### config.mk
export PLATFORM = sky130hd
export DESIGN_NAME = sliding_anagram_window_matcher_top
export DESIGN_NICKNAME = d
export VERILOG_FILES = /design/src/rtl/core/sawm_pkg.sv /design/src/rtl/core/sliding_anagram_window_matcher_top.sv /design/src/rtl/core/sawm_fifo.sv /design/src/rtl/core/sawm_front.sv /design/src/rtl/core/sawm_back.sv
export VERILOG_INCLUDE_DIRS = /design/src /design/src/rtl/core
export SDC_FILE = /design/constraint.sdc
export NUM_CORES = 2
export LEC_CHECK = 0
export ABC_AREA = 1
export BUFFER_PORTS_ARGS = -buffer_cell sky130_fd_sc_hd__buf_2
export CAP_MARGIN = 25
export CORE_MARGIN = 10
export CORE_UTILIZATION = 35
export DETAILED_ROUTE_END_ITERATION = 6
export HOLD_SLACK_MARGIN = 0.1
export SETUP_SLACK_MARGIN = 0.4
export SLEW_MARGIN = 10
export SYNTH_ARGS = -nofsm -noshare
export SYNTH_HDL_FRONTEND = slang
export SYNTH_SLANG_ARGS = --single-unit
### constraint.sdc
create_clock -name clock -period 6.44 [get_ports clock]
set_clock_uncertainty 0.1 [all_clocks]
set_input_delay 0.644 -clock clock [delete_from_list [all_inputs] [get_ports clock]]
set_output_delay 0.644 -clock clock [all_outputs]
set_load 0.02 [all_outputs]
### src/rtl/core/assert_macros.svh
// Assertion macros shared by the sliding anagram window matcher.
// Depends on a clock named clock and a reset named reset in the using module.
`ifndef ASSERT_MACROS_SVH
`define ASSERT_MACROS_SVH

// Check a property at every clock edge outside reset.
`define SAWM_ASSERT(name, prop, msg) \
   name: assert property (@(posedge clock) disable iff (reset) (prop)) \
      else $error(msg);

// Check that a condition implies a consequence in the same cycle.
`define SAWM_ASSERT_IMP(name, ante, cons, msg) \
   name: assert property (@(posedge clock) disable iff (reset) (ante) |-> (cons)) \
      else $error(msg);

`endif

### src/rtl/core/sawm_pkg.sv
// Types and constants of the sliding anagram window matcher.
// No dependencies; used by every module of the block.
package sawm_pkg;

   localparam int LETTER_W    = 5;
   localparam int CMD_W       = 2;
   localparam int POS_W       = 16;
   localparam int REQ_TDATA_W = 8;
   localparam int RSP_TDATA_W = 40;
   localparam int QUEUE_DEPTH = 2;

   localparam logic [CMD_W-1:0] CMD_CLEAR   = 2'd0;
   localparam logic [CMD_W-1:0] CMD_PATTERN = 2'd1;
   localparam logic [CMD_W-1:0] CMD_TEXT    = 2'd2;

   typedef enum logic [1:0] {
      OP_CLEAR,
      OP_PATTERN,
      OP_TEXT,
      OP_NONE
   } op_type;

   typedef struct packed {
      op_type               op;
      logic [LETTER_W-1:0]  letter;
      logic                 in_alpha;
   } entry_type;

   // found sits in the lowest bit
   typedef struct packed {
      logic                 pattern_full;
      logic [POS_W-1:0]     end_pos;
      logic [POS_W-1:0]     start_pos;
      logic                 found;
   } result_type;

endpackage

### src/rtl/core/sliding_anagram_window_matcher_top.sv
// Sliding anagram window matcher: requests pass the command queue, back end and result queue.
// One request item per cycle is taken while there is room; rsp stalls fill the two-entry queues.
// The match test for each text letter uses per-letter equality flags and a single AND.
// Reset is synchronous: counts, pattern length, positions and queues clear at once.
// The letter ring needs no clearing pass; only slots written for the live window are read.
module sliding_anagram_window_matcher_top #(
   parameter int ALPHABET_SIZE = 26,
   parameter int MAX_PATTERN   = 64
) (
   input  logic                              clock,
   input  logic                              reset,
   input  logic                              req_tvalid,
   output logic                              req_tready,
   input  logic [sawm_pkg::REQ_TDATA_W-1:0]  req_tdata,  // letter[4:0], zero pad
   input  logic [sawm_pkg::CMD_W-1:0]        req_tuser,  // cmd[1:0]
   output logic                              rsp_tvalid,
   input  logic                              rsp_tready,
   output logic [sawm_pkg::RSP_TDATA_W-1:0]  rsp_tdata   // found, start_pos, end_pos,
                                                         // pattern_full, zero pad
);
   import sawm_pkg::*;

   entry_type                  fr_ent, bk_ent;
   logic                       fr_valid, fr_ready;
   logic                       q_valid, q_ready;
   logic [$bits(entry_type)-1:0]  q_data;
   result_type                 bk_res;
   logic                       bk_valid, bk_ready;
   logic [$bits(result_type)-1:0] out_data;

   sawm_front #(
      .ALPHABET_SIZE (ALPHABET_SIZE)
   ) u_front (
      .req_tvalid (req_tvalid),
      .req_tready (req_tready),
      .req_tdata  (req_tdata),
      .req_tuser  (req_tuser),
      .ent_valid  (fr_valid),
      .ent_ready  (fr_ready),
      .ent        (fr_ent)
   );

   sawm_fifo #(
      .WIDTH ($bits(entry_type))
   ) u_cmd_queue (
      .clock      (clock),
      .reset      (reset),
      .push_valid (fr_valid),
      .push_ready (fr_ready),
      .push_data  (fr_ent),
      .pop_valid  (q_valid),
      .pop_ready  (q_ready),
      .pop_data   (q_data)
   );

   assign bk_ent = entry_type'(q_data);

   sawm_back #(
      .ALPHABET_SIZE (ALPHABET_SIZE),
      .MAX_PATTERN   (MAX_PATTERN)
   ) u_back (
      .clock     (clock),
      .reset     (reset),
      .ent_valid (q_valid),
      .ent_ready (q_ready),
      .ent       (bk_ent),
      .res_valid (bk_valid),
      .res_ready (bk_ready),
      .res       (bk_res)
   );

   sawm_fifo #(
      .WIDTH ($bits(result_type))
   ) u_rsp_queue (
      .clock      (clock),
      .reset      (reset),
      .push_valid (bk_valid),
      .push_ready (bk_ready),
      .push_data  (bk_res),
      .pop_valid  (rsp_tvalid),
      .pop_ready  (rsp_tready),
      .pop_data   (out_data)
   );

   assign rsp_tdata = RSP_TDATA_W'(out_data);

endmodule

### src/rtl/core/sawm_fifo.sv
// Short first-in first-out queue of fixed depth.
// Depends on sawm_pkg for the depth.
module sawm_fifo #(
   parameter int WIDTH = 8
) (
   input  logic             clock,
   input  logic             reset,
   input  logic             push_valid,
   output logic             push_ready,
   input  logic [WIDTH-1:0] push_data,
   output logic             pop_valid,
   input  logic             pop_ready,
   output logic [WIDTH-1:0] pop_data
);
   import sawm_pkg::*;

   localparam int AW = (QUEUE_DEPTH > 1) ? $clog2(QUEUE_DEPTH) : 1;
   localparam int NW = $clog2(QUEUE_DEPTH + 1);

   logic [WIDTH-1:0] slot_ff [QUEUE_DEPTH];
   logic [AW-1:0]    wr_ptr_ff, wr_ptr_in;
   logic [AW-1:0]    rd_ptr_ff, rd_ptr_in;
   logic [NW-1:0]    count_ff, count_in;
   logic             do_push, do_pop;

   assign push_ready = (count_ff != NW'(QUEUE_DEPTH));
   assign pop_valid  = (count_ff != '0);
   assign pop_data   = slot_ff[rd_ptr_ff];
   assign do_push    = push_valid && push_ready;
   assign do_pop     = pop_valid && pop_ready;

   always_comb begin
      wr_ptr_in = wr_ptr_ff;
      rd_ptr_in = rd_ptr_ff;
      count_in  = count_ff;
      if (do_push) begin
         wr_ptr_in = (wr_ptr_ff == AW'(QUEUE_DEPTH - 1)) ? '0 : wr_ptr_ff + 1'b1;
      end
      if (do_pop) begin
         rd_ptr_in = (rd_ptr_ff == AW'(QUEUE_DEPTH - 1)) ? '0 : rd_ptr_ff + 1'b1;
      end
      if (do_push && !do_pop) begin
         count_in = count_ff + 1'b1;
      end else if (do_pop && !do_push) begin
         count_in = count_ff - 1'b1;
      end
   end

   always_ff @(posedge clock) begin
      if (reset) begin
         wr_ptr_ff <= '0;
         rd_ptr_ff <= '0;
         count_ff  <= '0;
      end else begin
         wr_ptr_ff <= wr_ptr_in;
         rd_ptr_ff <= rd_ptr_in;
         count_ff  <= count_in;
      end
   end

   always_ff @(posedge clock) begin
      if (do_push) begin
         slot_ff[wr_ptr_ff] <= push_data;
      end
   end

endmodule

### src/rtl/core/sawm_front.sv
// Front end: takes request items and classifies them into queue entries.
// Depends on sawm_pkg for command codes and the entry type.
module sawm_front #(
   parameter int ALPHABET_SIZE = 26
) (
   input  logic                              req_tvalid,
   output logic                              req_tready,
   input  logic [sawm_pkg::REQ_TDATA_W-1:0]  req_tdata,
   input  logic [sawm_pkg::CMD_W-1:0]        req_tuser,
   output logic                              ent_valid,
   input  logic                              ent_ready,
   output sawm_pkg::entry_type               ent
);
   import sawm_pkg::*;

   logic [LETTER_W-1:0] letter;

   assign letter     = req_tdata[LETTER_W-1:0];
   assign ent_valid  = req_tvalid;
   assign req_tready = ent_ready;

   always_comb begin
      ent.letter   = letter;
      ent.in_alpha = (32'(letter) < ALPHABET_SIZE);
      case (req_tuser)
         CMD_CLEAR:   ent.op = OP_CLEAR;
         CMD_PATTERN: ent.op = OP_PATTERN;
         CMD_TEXT:    ent.op = OP_TEXT;
         default:     ent.op = OP_NONE;
      endcase
   end

endmodule

### src/rtl/core/sawm_back.sv
// Back end: pattern and window histograms, letter ring and match decision.
// Depends on sawm_pkg and assert_macros.svh.
`include "assert_macros.svh"
module sawm_back #(
   parameter int ALPHABET_SIZE = 26,
   parameter int MAX_PATTERN   = 64
) (
   input  logic                  clock,
   input  logic                  reset,
   input  logic                  ent_valid,
   output logic                  ent_ready,
   input  sawm_pkg::entry_type   ent,
   output logic                  res_valid,
   input  logic                  res_ready,
   output sawm_pkg::result_type  res
);
   import sawm_pkg::*;

   localparam int CW = $clog2(MAX_PATTERN + 1);
   localparam int RW = (MAX_PATTERN > 1) ? $clog2(MAX_PATTERN) : 1;

   logic [CW-1:0]       pc_ff [ALPHABET_SIZE];
   logic [CW-1:0]       pc_in [ALPHABET_SIZE];
   logic [CW-1:0]       pc_nx [ALPHABET_SIZE];
   logic [CW-1:0]       wc_ff [ALPHABET_SIZE];
   logic [CW-1:0]       wc_in [ALPHABET_SIZE];
   logic [CW-1:0]       wc_mid [ALPHABET_SIZE];
   logic [ALPHABET_SIZE-1:0] eq_ff, eq_in, eq_chk, mid_eq, hit, ohit, dec;
   logic [CW-1:0]       plen_ff, plen_in;
   logic [CW-1:0]       fill_ff, fill_in, fill1;
   logic [POS_W-1:0]    tpos_ff, tpos_in;
   logic [POS_W-1:0]    wstart_ff, wstart_in;
   logic [RW-1:0]       head_ff, head_in, head_nx;
   logic [RW-1:0]       tail_ff, tail_in, tail_nx;
   logic [LETTER_W-1:0] ring_mem [MAX_PATTERN];
   logic [LETTER_W-1:0] oldest_ff, old_letter;
   logic step, is_clr, is_pat, is_txt, pat_full, pat_add, txt_ok, txt_bad;
   logic match, drop, wipe;

   assign step      = ent_valid && res_ready;
   assign ent_ready = res_ready;
   assign res_valid = ent_valid;

   assign is_clr   = step && (ent.op == OP_CLEAR);
   assign is_pat   = step && (ent.op == OP_PATTERN);
   assign is_txt   = step && (ent.op == OP_TEXT);
   assign pat_full = (plen_ff >= CW'(MAX_PATTERN));
   assign pat_add  = is_pat && !pat_full && ent.in_alpha;
   assign txt_ok   = is_txt && ent.in_alpha;
   assign txt_bad  = is_txt && !ent.in_alpha;
   assign fill1    = fill_ff + 1'b1;

   assign match      = txt_ok && (fill1 == plen_ff) && (&mid_eq);
   assign drop       = txt_ok && !match && (fill1 >= plen_ff);
   assign wipe       = is_clr || txt_bad || match;
   assign old_letter = (fill_ff == '0) ? ent.letter : oldest_ff;

   for (genvar i = 0; i < ALPHABET_SIZE; i++) begin : g_lane
      assign hit[i]    = (32'(ent.letter) == i);
      assign ohit[i]   = (32'(old_letter) == i);
      assign pc_nx[i]  = pc_ff[i] + CW'(pat_add && hit[i]);
      assign wc_mid[i] = wc_ff[i] + CW'(txt_ok && hit[i]);
      assign mid_eq[i] = (txt_ok && hit[i]) ? (wc_mid[i] == pc_ff[i]) : eq_ff[i];
      assign dec[i]    = drop && ohit[i] && (wc_mid[i] != '0);
      assign wc_in[i]  = wipe ? '0 : wc_mid[i] - CW'(dec[i]);
      assign pc_in[i]  = is_clr ? '0 : pc_nx[i];
      assign eq_in[i]  = (wc_in[i] == pc_in[i]);
      assign eq_chk[i] = (wc_ff[i] == pc_ff[i]);
   end

   always_comb begin
      head_nx = (head_ff == RW'(MAX_PATTERN - 1)) ? '0 : head_ff + 1'b1;
      tail_nx = (tail_ff == RW'(MAX_PATTERN - 1)) ? '0 : tail_ff + 1'b1;

      plen_in = is_clr ? '0 : (pat_add ? plen_ff + 1'b1 : plen_ff);
      tpos_in = is_clr ? '0 : (is_txt ? tpos_ff + 1'b1 : tpos_ff);
      head_in = is_clr ? '0 : (txt_ok ? head_nx : head_ff);

      if (wipe) begin
         fill_in = '0;
      end else if (txt_ok && !drop) begin
         fill_in = fill1;
      end else begin
         fill_in = fill_ff;
      end

      if (is_clr) begin
         wstart_in = '0;
         tail_in   = '0;
      end else if (txt_bad || match) begin
         wstart_in = tpos_ff + 1'b1;
         tail_in   = head_in;
      end else if (drop) begin
         wstart_in = wstart_ff + 1'b1;
         tail_in   = tail_nx;
      end else begin
         wstart_in = wstart_ff;
         tail_in   = tail_ff;
      end

      res.found        = match;
      res.start_pos    = match ? wstart_ff : '0;
      res.end_pos      = match ? tpos_ff : '0;
      res.pattern_full = is_pat && pat_full;
   end

   always_ff @(posedge clock) begin
      if (reset) begin
         for (int i = 0; i < ALPHABET_SIZE; i++) begin
            pc_ff[i] <= '0;
            wc_ff[i] <= '0;
         end
         eq_ff     <= '1;
         plen_ff   <= '0;
         fill_ff   <= '0;
         tpos_ff   <= '0;
         wstart_ff <= '0;
         head_ff   <= '0;
         tail_ff   <= '0;
      end else begin
         for (int i = 0; i < ALPHABET_SIZE; i++) begin
            pc_ff[i] <= pc_in[i];
            wc_ff[i] <= wc_in[i];
         end
         eq_ff     <= eq_in;
         plen_ff   <= plen_in;
         fill_ff   <= fill_in;
         tpos_ff   <= tpos_in;
         wstart_ff <= wstart_in;
         head_ff   <= head_in;
         tail_ff   <= tail_in;
      end
   end

   // hold the oldest window letter ready for the next item
   always_ff @(posedge clock) begin
      if (txt_ok) begin
         ring_mem[head_ff] <= ent.letter;
      end
      if (txt_ok && (tail_in == head_ff)) begin
         oldest_ff <= ent.letter;
      end else begin
         oldest_ff <= ring_mem[tail_in];
      end
   end

   `SAWM_ASSERT(a_fill_below_len, (fill_ff == '0) || (fill_ff < plen_ff), "window overfull")
   `SAWM_ASSERT(a_pos_span, POS_W'(wstart_ff + POS_W'(fill_ff)) == tpos_ff, "window span lost")
   `SAWM_ASSERT(a_eq_flags, eq_ff == eq_chk, "equality flags out of step with counts")
   `SAWM_ASSERT(a_clear_empties, is_clr |=> (plen_ff == '0) && (fill_ff == '0), "clear missed")
   `SAWM_ASSERT_IMP(a_found_span, match, POS_W'(tpos_ff - wstart_ff) == POS_W'(plen_ff - 1'b1), "match span wrong")

endmodule

# Word-level counts from Yosys, hierarchy flattened
# Memories as Yosys holds them, arrays and structs flattened. A register that Yosys moved wholly into a read port is not among the register bits.
# Index checks and enable logic that the tools add are counted.
# totals
n_memories	5
register_bits	92
mem_bits_rw	768
out_inout_bits	42
wordCells	613
# memory_table
memory	words	word_bits	read_ports	rd_ports_with_merged_regs	wr	line	rtl
u_back.ring_mem	64	5	1	1	1	sawm_back.sv:35	logic [LETTER_W-1:0] ring_mem [MAX_PATTERN];
u_back.pc_ff	26	7	26	0	26	sawm_back.sv:22	logic [CW-1:0] pc_ff [ALPHABET_SIZE];
u_back.wc_ff	26	7	26	0	26	sawm_back.sv:25	logic [CW-1:0] wc_ff [ALPHABET_SIZE];
u_rsp_queue.slot_ff	2	34	1	1	1	sawm_fifo.sv:20	logic [WIDTH-1:0] slot_ff [QUEUE_DEPTH];
u_cmd_queue.slot_ff	2	8	1	1	1	sawm_fifo.sv:20	
# op_classes
eq_ne	111
order_cmp	3
addsub	92
n_reduce_logical	173
mux	164
bitwise_logic	52
# ops
operator	n
7-bit two-way mux	104
7-bit equality test	53
7-bit by 1-bit adder with 7-bit output	52
7-bit nonzero test	26
7-bit by 1-bit subtractor with 7-bit output	26
1-bit logical AND	124
5-bit equality test (second input constant)	20
5-bit by 4-bit equality test with 1-bit output (second input constant)	16
16-bit two-way mux	4
1-bit OR	52
1-bit two-way mux	43
6-bit two-way mux	7
5-bit by 3-bit equality test with 1-bit output (second input constant)	8
16-bit by 1-bit adder with 16-bit output (second input constant)	2
26-bit AND reduction	1
5-bit by 2-bit equality test with 1-bit output (second input constant)	4
7-bit by 1-bit adder with 7-bit output (second input constant)	2
6-bit by 1-bit adder with 6-bit output (second input constant)	2
6-bit equality test (second input constant)	2
5-bit by 1-bit equality test with 1-bit output (second input constant)	2
5-bit logical NOT	2
2-bit nonzero test	5
2-bit two-way mux	4
7-bit greater-or-equal comparator	1
15 further kinds	33

# Longest topological paths before layout
# logic_depth
word_depth	18
mapped_depth	44
mapped_depth_nobuf	42

# Modules after synthesis
# Synthesis repeated with hierarchy kept, for this count alone.
# hier_totals
hier_cells	6744
hier_area_um2	49573.8
# by_module_without_submodules
module	seq_area_each_um2	cells_per_inst	n_inst	area_each_um2
sawm_back	18697.9	6517	1	45768.9
sawm_fifo at u_rsp_queue	2142.1	143	1	2847.7
sawm_fifo at u_cmd_queue	580.6	62	1	825.8
sawm_front	0.0	15	1	82.6
sliding_anagram_window_matcher_top	0.0	7	1	48.8

# Worst setup path before layout
# Ideal clock, no wire load.
# synth_timing
path_kind	flip-flop to flip-flop
from	reg with a tool-made name
to	reg u_back.eq_ff[25]
stages_incl_launch_ff	41
period_less_slack_ns	5.530
setup_time_ns	0.123
n_path_buf	1
arrival_time_ns	5.307
setup_slack_ns	0.910
path_cell_list	dfxtp_1 buf_4 nand2_1 nand2_1 nand2_1 nor2_1 inv_1 nor2_1 ha_1 ha_1 nand2_1 nor2_1 inv_1 nand2_1 inv_1 nand2_1 nand2_1 nor2_1 [... 5 more ...] nor2_2 nand2_4 nand2_1 inv_1 nand2_1 nor3_1 ha_1 ha_1 nand3_1 nor2_1 xnor2_1 nand3_1 nand2_1 nand2_1 nand3_1 nor2_1 nand2_1 nand2_1
# synth_rtl
item	line	rtl
end signal, assigned	sawm_back.sv:125	eq_ff <= eq_in;
end, declared	sawm_back.sv:28	logic [ALPHABET_SIZE-1:0] eq_ff, eq_in, eq_chk, mid_eq, hit, ohit, dec;

==> results.toml <==
[critical_path]
reg2reg_depth = 38
critical_path_class = "reg -> reg"
cp-start-kind = "register"
crit_path_max_incr_delay_ns = 0.39
r2r_end = "u_back.eq_ff[17]$_SDFF_PP1_"
cpMostUsedCell = "nand2_1"
critPathTopFamily = "simple AND/OR/NAND/NOR gates"
cp_slowest_cell = "dfxtp_4"
critPathRequiredTime_ns = 6.88
ff2ff_setup_slack_ns = 0.72
critPathBufInv = 7
worst-endpoint-arrival_ns = 6.16
worstSetupEndpointType = "register"
worstPathMaxFanout = 12

[cells_and_area]
stdcell_area_sq_um = 56020
drive_gt1_share_pct = 8.332
seq_area_sq_um = 21430
multiInputGateArea_sq_um = 24160
nNetsFinal = 6893
num_antenna_cells = 0
stdcell_count = 8645
nFillCells = 14140
syn_to_final_growth_pct = 13.79

[run]
drv_cap = 0

[synthesis]
synthCells = 6594
yosysTopAreaCellShare_pct = 24.64
synth-edff-count = 404
synth_compound_area_share_pct = 6.357
synth-main-ff-cell = "dfxtp_1"
synthSimpleGateAreaFrac_pct = 31.89
ys_async_sr_fraction_pct = 0
synth_top_area_cell = "edfxtp_1"
synth_area_sq_um = 49230
synth_xor_area_share_pct = 4.394
synth_seq_cells = 868
synth_top_family_by_area = "simple AND/OR/NAND/NOR gates"
synth_top_cells_by_area = "edfxtp_1 25%, dfxtp_1 19%, nand2_1 11%"
synth-adder-area-share_pct = 4.956
seq_area_frac_synth_pct = 43.51
synth_mux_area_share_pct = 0.7777
ys_warn_count = 0
yosysUniqueCellTypes = 48
avgSynthCellArea_sq_um = 7.466

[hold_path]
hold_path_class = "in -> reg"
min_to = "u_cmd_queue.slot_ff[1][1]$_DFFE_PP_"
whs_path_depth = 1
worstHoldStart = "req_tdata[0]"

[timing]
slew_viol_final = 0
worst_pin_slew_ns = 1.067
period_needed_ns = 5.724
slew-limit-headroom_pct = 28.79
timing.setup.tns_ns = 0
finalSetupViolCount = 0
rsz0062_at_grt = "true"
hold_viol = 0
max_freq_mhz = 174.7
finalCritPeriodShare_pct = 88.88

[power]
sequentialPowerShare_pct = 38.8
p_leak_nw = 24.06
switchingPower_w = 0.005963
p_per_area_nw_per_um2 = 297.9
clkPwrFrac_pct = 34.7
pwr-share-comb_pct = 26.5
internal_power_w = 0.01073
irDropWorstVdd_uv = 299.1
switching_share_pct = 35.73

[clock_tree]
cts_max_level = 3
clkTransAtPathRegs_ns = 0.06
clock_latency_ns = 0.74
cts-root-buf = "clkbuf_16"
cts_max_path_buffers = 3
cts_tree = "yes"
numCtsBuffers = 99
clock_sinks = 868

[routing]
drcViolationCount = 0
drtPass1Iterations = 7
avgRoutedWirePerCell_microns = 15.74
wirelength_mm = 136.1
initialDrtViolationCount = 2969
num_vias = 43090
ant_nets = 0
viasPerCell = 4.985

[grt]
track_usage_pct = 16.69
grt.overflow.total = 0
antenna_found_initial = 0
grt_pass1_vias = 40900
grt_max_degree = 171
grt_first_pass_wirelength_mm = 215.7

[floorplan]
floorplan.initialDensity_pct = 35.24
fp.dieW_microns = 395.0
core_sq_um = 139700
ios = 56
die-area_sq_um = 156100
rows = 137
die_h_microns = 395.0

[place]
place_inst = 8445
io_buffer_count = 46
dpl.hpwl_mm = 91.17
place_congestion = 0.8974
placed_area_sq_um = 52160

[status]
outcome = "finished, final reports clean"
-- kinds of logic after synthesis --
family | count (synthesis)
AOI/OAI and AO/OA | 554
xor gates and xnor gates | 247
adders and majority gates | 195
buffers and inverters | 1014
DFF | 868
muxes | 34
other | 1
and+or+nand+nor | 3681
-- cell usage in the layout, fill, tap and decap left out, types with 94 or more instances in the layout --
cell type  netlist  layout
buf_4           15     165
clkbuf_16        0     102
dfxtp_1        464     461
edfxtp_1       404     404
ha_1           195     192
inv_1          763     759
nand2_1       1482    1466
nand3_1        607     606
nand4_1        194     194
nor2_1        1216    1177
o21ai_0        302     302
xnor2_1         94      94
xor2_1         153     147
-- registers in the layout, summed over array words and instances, names as in the netlist, 6 cells and up, named ones only --
| register | cells |
|---|---|
| u_back.pc_ff | 182 |
| u_back.wc_ff | 182 |
| u_back.plen_ff | 7 |
| u_back.tail_ff | 6 |
| u_back.eq_ff | 26 |
| u_back.tpos_ff | 16 |
| u_back.wstart_ff | 16 |
| u_cmd_queue.slot_ff | 16 |
| u_rsp_queue.slot_ff | 68 |
| u_back.fill_ff | 7 |
| u_back.ring_mem | 320 |
| u_back.head_ff | 6 |
-- cell usage after synthesis, drive strengths merged, types with 31 or more instances --
master and count:
nand2 1490, nor2 1221, inv 767, nand3 656, dfxtp 464, edfxtp 404, o21ai 314, ha 195
nand4 194, clkbuf 168, xor2 153, xnor2 94, buf 77, a21oi 70, o22ai 70, nor3 53
mux2 34, nand3b 32, o21bai 31
-- layout make-up --
type | instances | area share (%)
multi-input combinational | 4717 | 43.13
inverter | 769 | 5.171
clock buffer | 132 | 4.804
tap | 1876 | 4.190
timing repair buffer | 229 | 3.274
sequential | 868 | 38.25
clock inverter | 54 | 1.173
-- routing by layer --
layer / global-route usage [%] / vias to the layer above / share of wire, %
met4: 4.583 / 0 / 2.5
met3: 2.096 / 197 / 5.1
met1: 22.12 / 20160 / 46
met2: 28.44 / 1066 / 47
met5: 0 / - / 0
li1: - / 21670 / -
-- worst max-delay path by stage --
stage,startpoint,to,slack [ns],cells after the start
floorplan,register,u_back.eq_ff[25]$_SDFF_PP1_,0.91,40
global placement,register,u_back.eq_ff[6]$_SDFF_PP1_,0.30,41
detailed placement,register,u_back.eq_ff[1]$_SDFF_PP1_,0.27,41
CTS,register,u_back.eq_ff[1]$_SDFF_PP1_,0.41,41
global route,register,u_back.eq_ff[1]$_SDFF_PP1_,0.36,41
finish,register,u_back.eq_ff[17]$_SDFF_PP1_,0.72,38
-- timing repair --
item                                    CTS  global route
endpoints found under the setup margin   23           122
hold endpoints to repair                  4             0
pin swaps                                 0             5
setup buffers                             0             7
hold buffers                              2             0
gates resized for setup                  12            73
cloned                                    0             3
-- per-stage QoR --
step / hold slack (ns) / util, % / setup WS [ns] / total power (W)
after floorplan: 0.3257 / - / 0.9095 / 0.009118
after global routing: 0.1114 / 40.10 / 0.3590 / 0.01741
final: 0.1529 / 40.10 / 0.7159 / 0.01669
after CTS: 0.1094 / 39.77 / 0.4067 / 0.01666
after global placement: 0.3388 / 37.33 / 0.2981 / 0.01078
after detailed placement: 0.3475 / 37.33 / 0.2699 / 0.01084
-- power groups by stage --
| stage | logic [W] | registers (W) | clock network (W) |
|---|---|---|---|
| 5_1_grt | 0.00479 | 0.00650 | 0.00612 |
| 6_report | 0.00443 | 0.00648 | 0.00579 |
| 3_3_place_gp | 0.00420 | 0.00658 | 0 |
| 2_1_floorplan | 0.00256 | 0.00656 | 0 |
| 4_1_cts | 0.00427 | 0.00648 | 0.00591 |
| 3_5_place_dp | 0.00424 | 0.00660 | 0 |
-- worst reg2reg max path: cells and delay by family (launching register included) --
family | cells | cell delay [ns]
AOI/OAI and AO/OA | 1 | 0.09
and+or+nand+nor | 25 | 3.11
xor gates and xnor gates | 1 | 0.21
DFF | 1 | 0.39
adders and majority gates | 4 | 0.89
buffers and inverters | 7 | 0.73
Note: power is estimated with default switching activity, not from simulation.
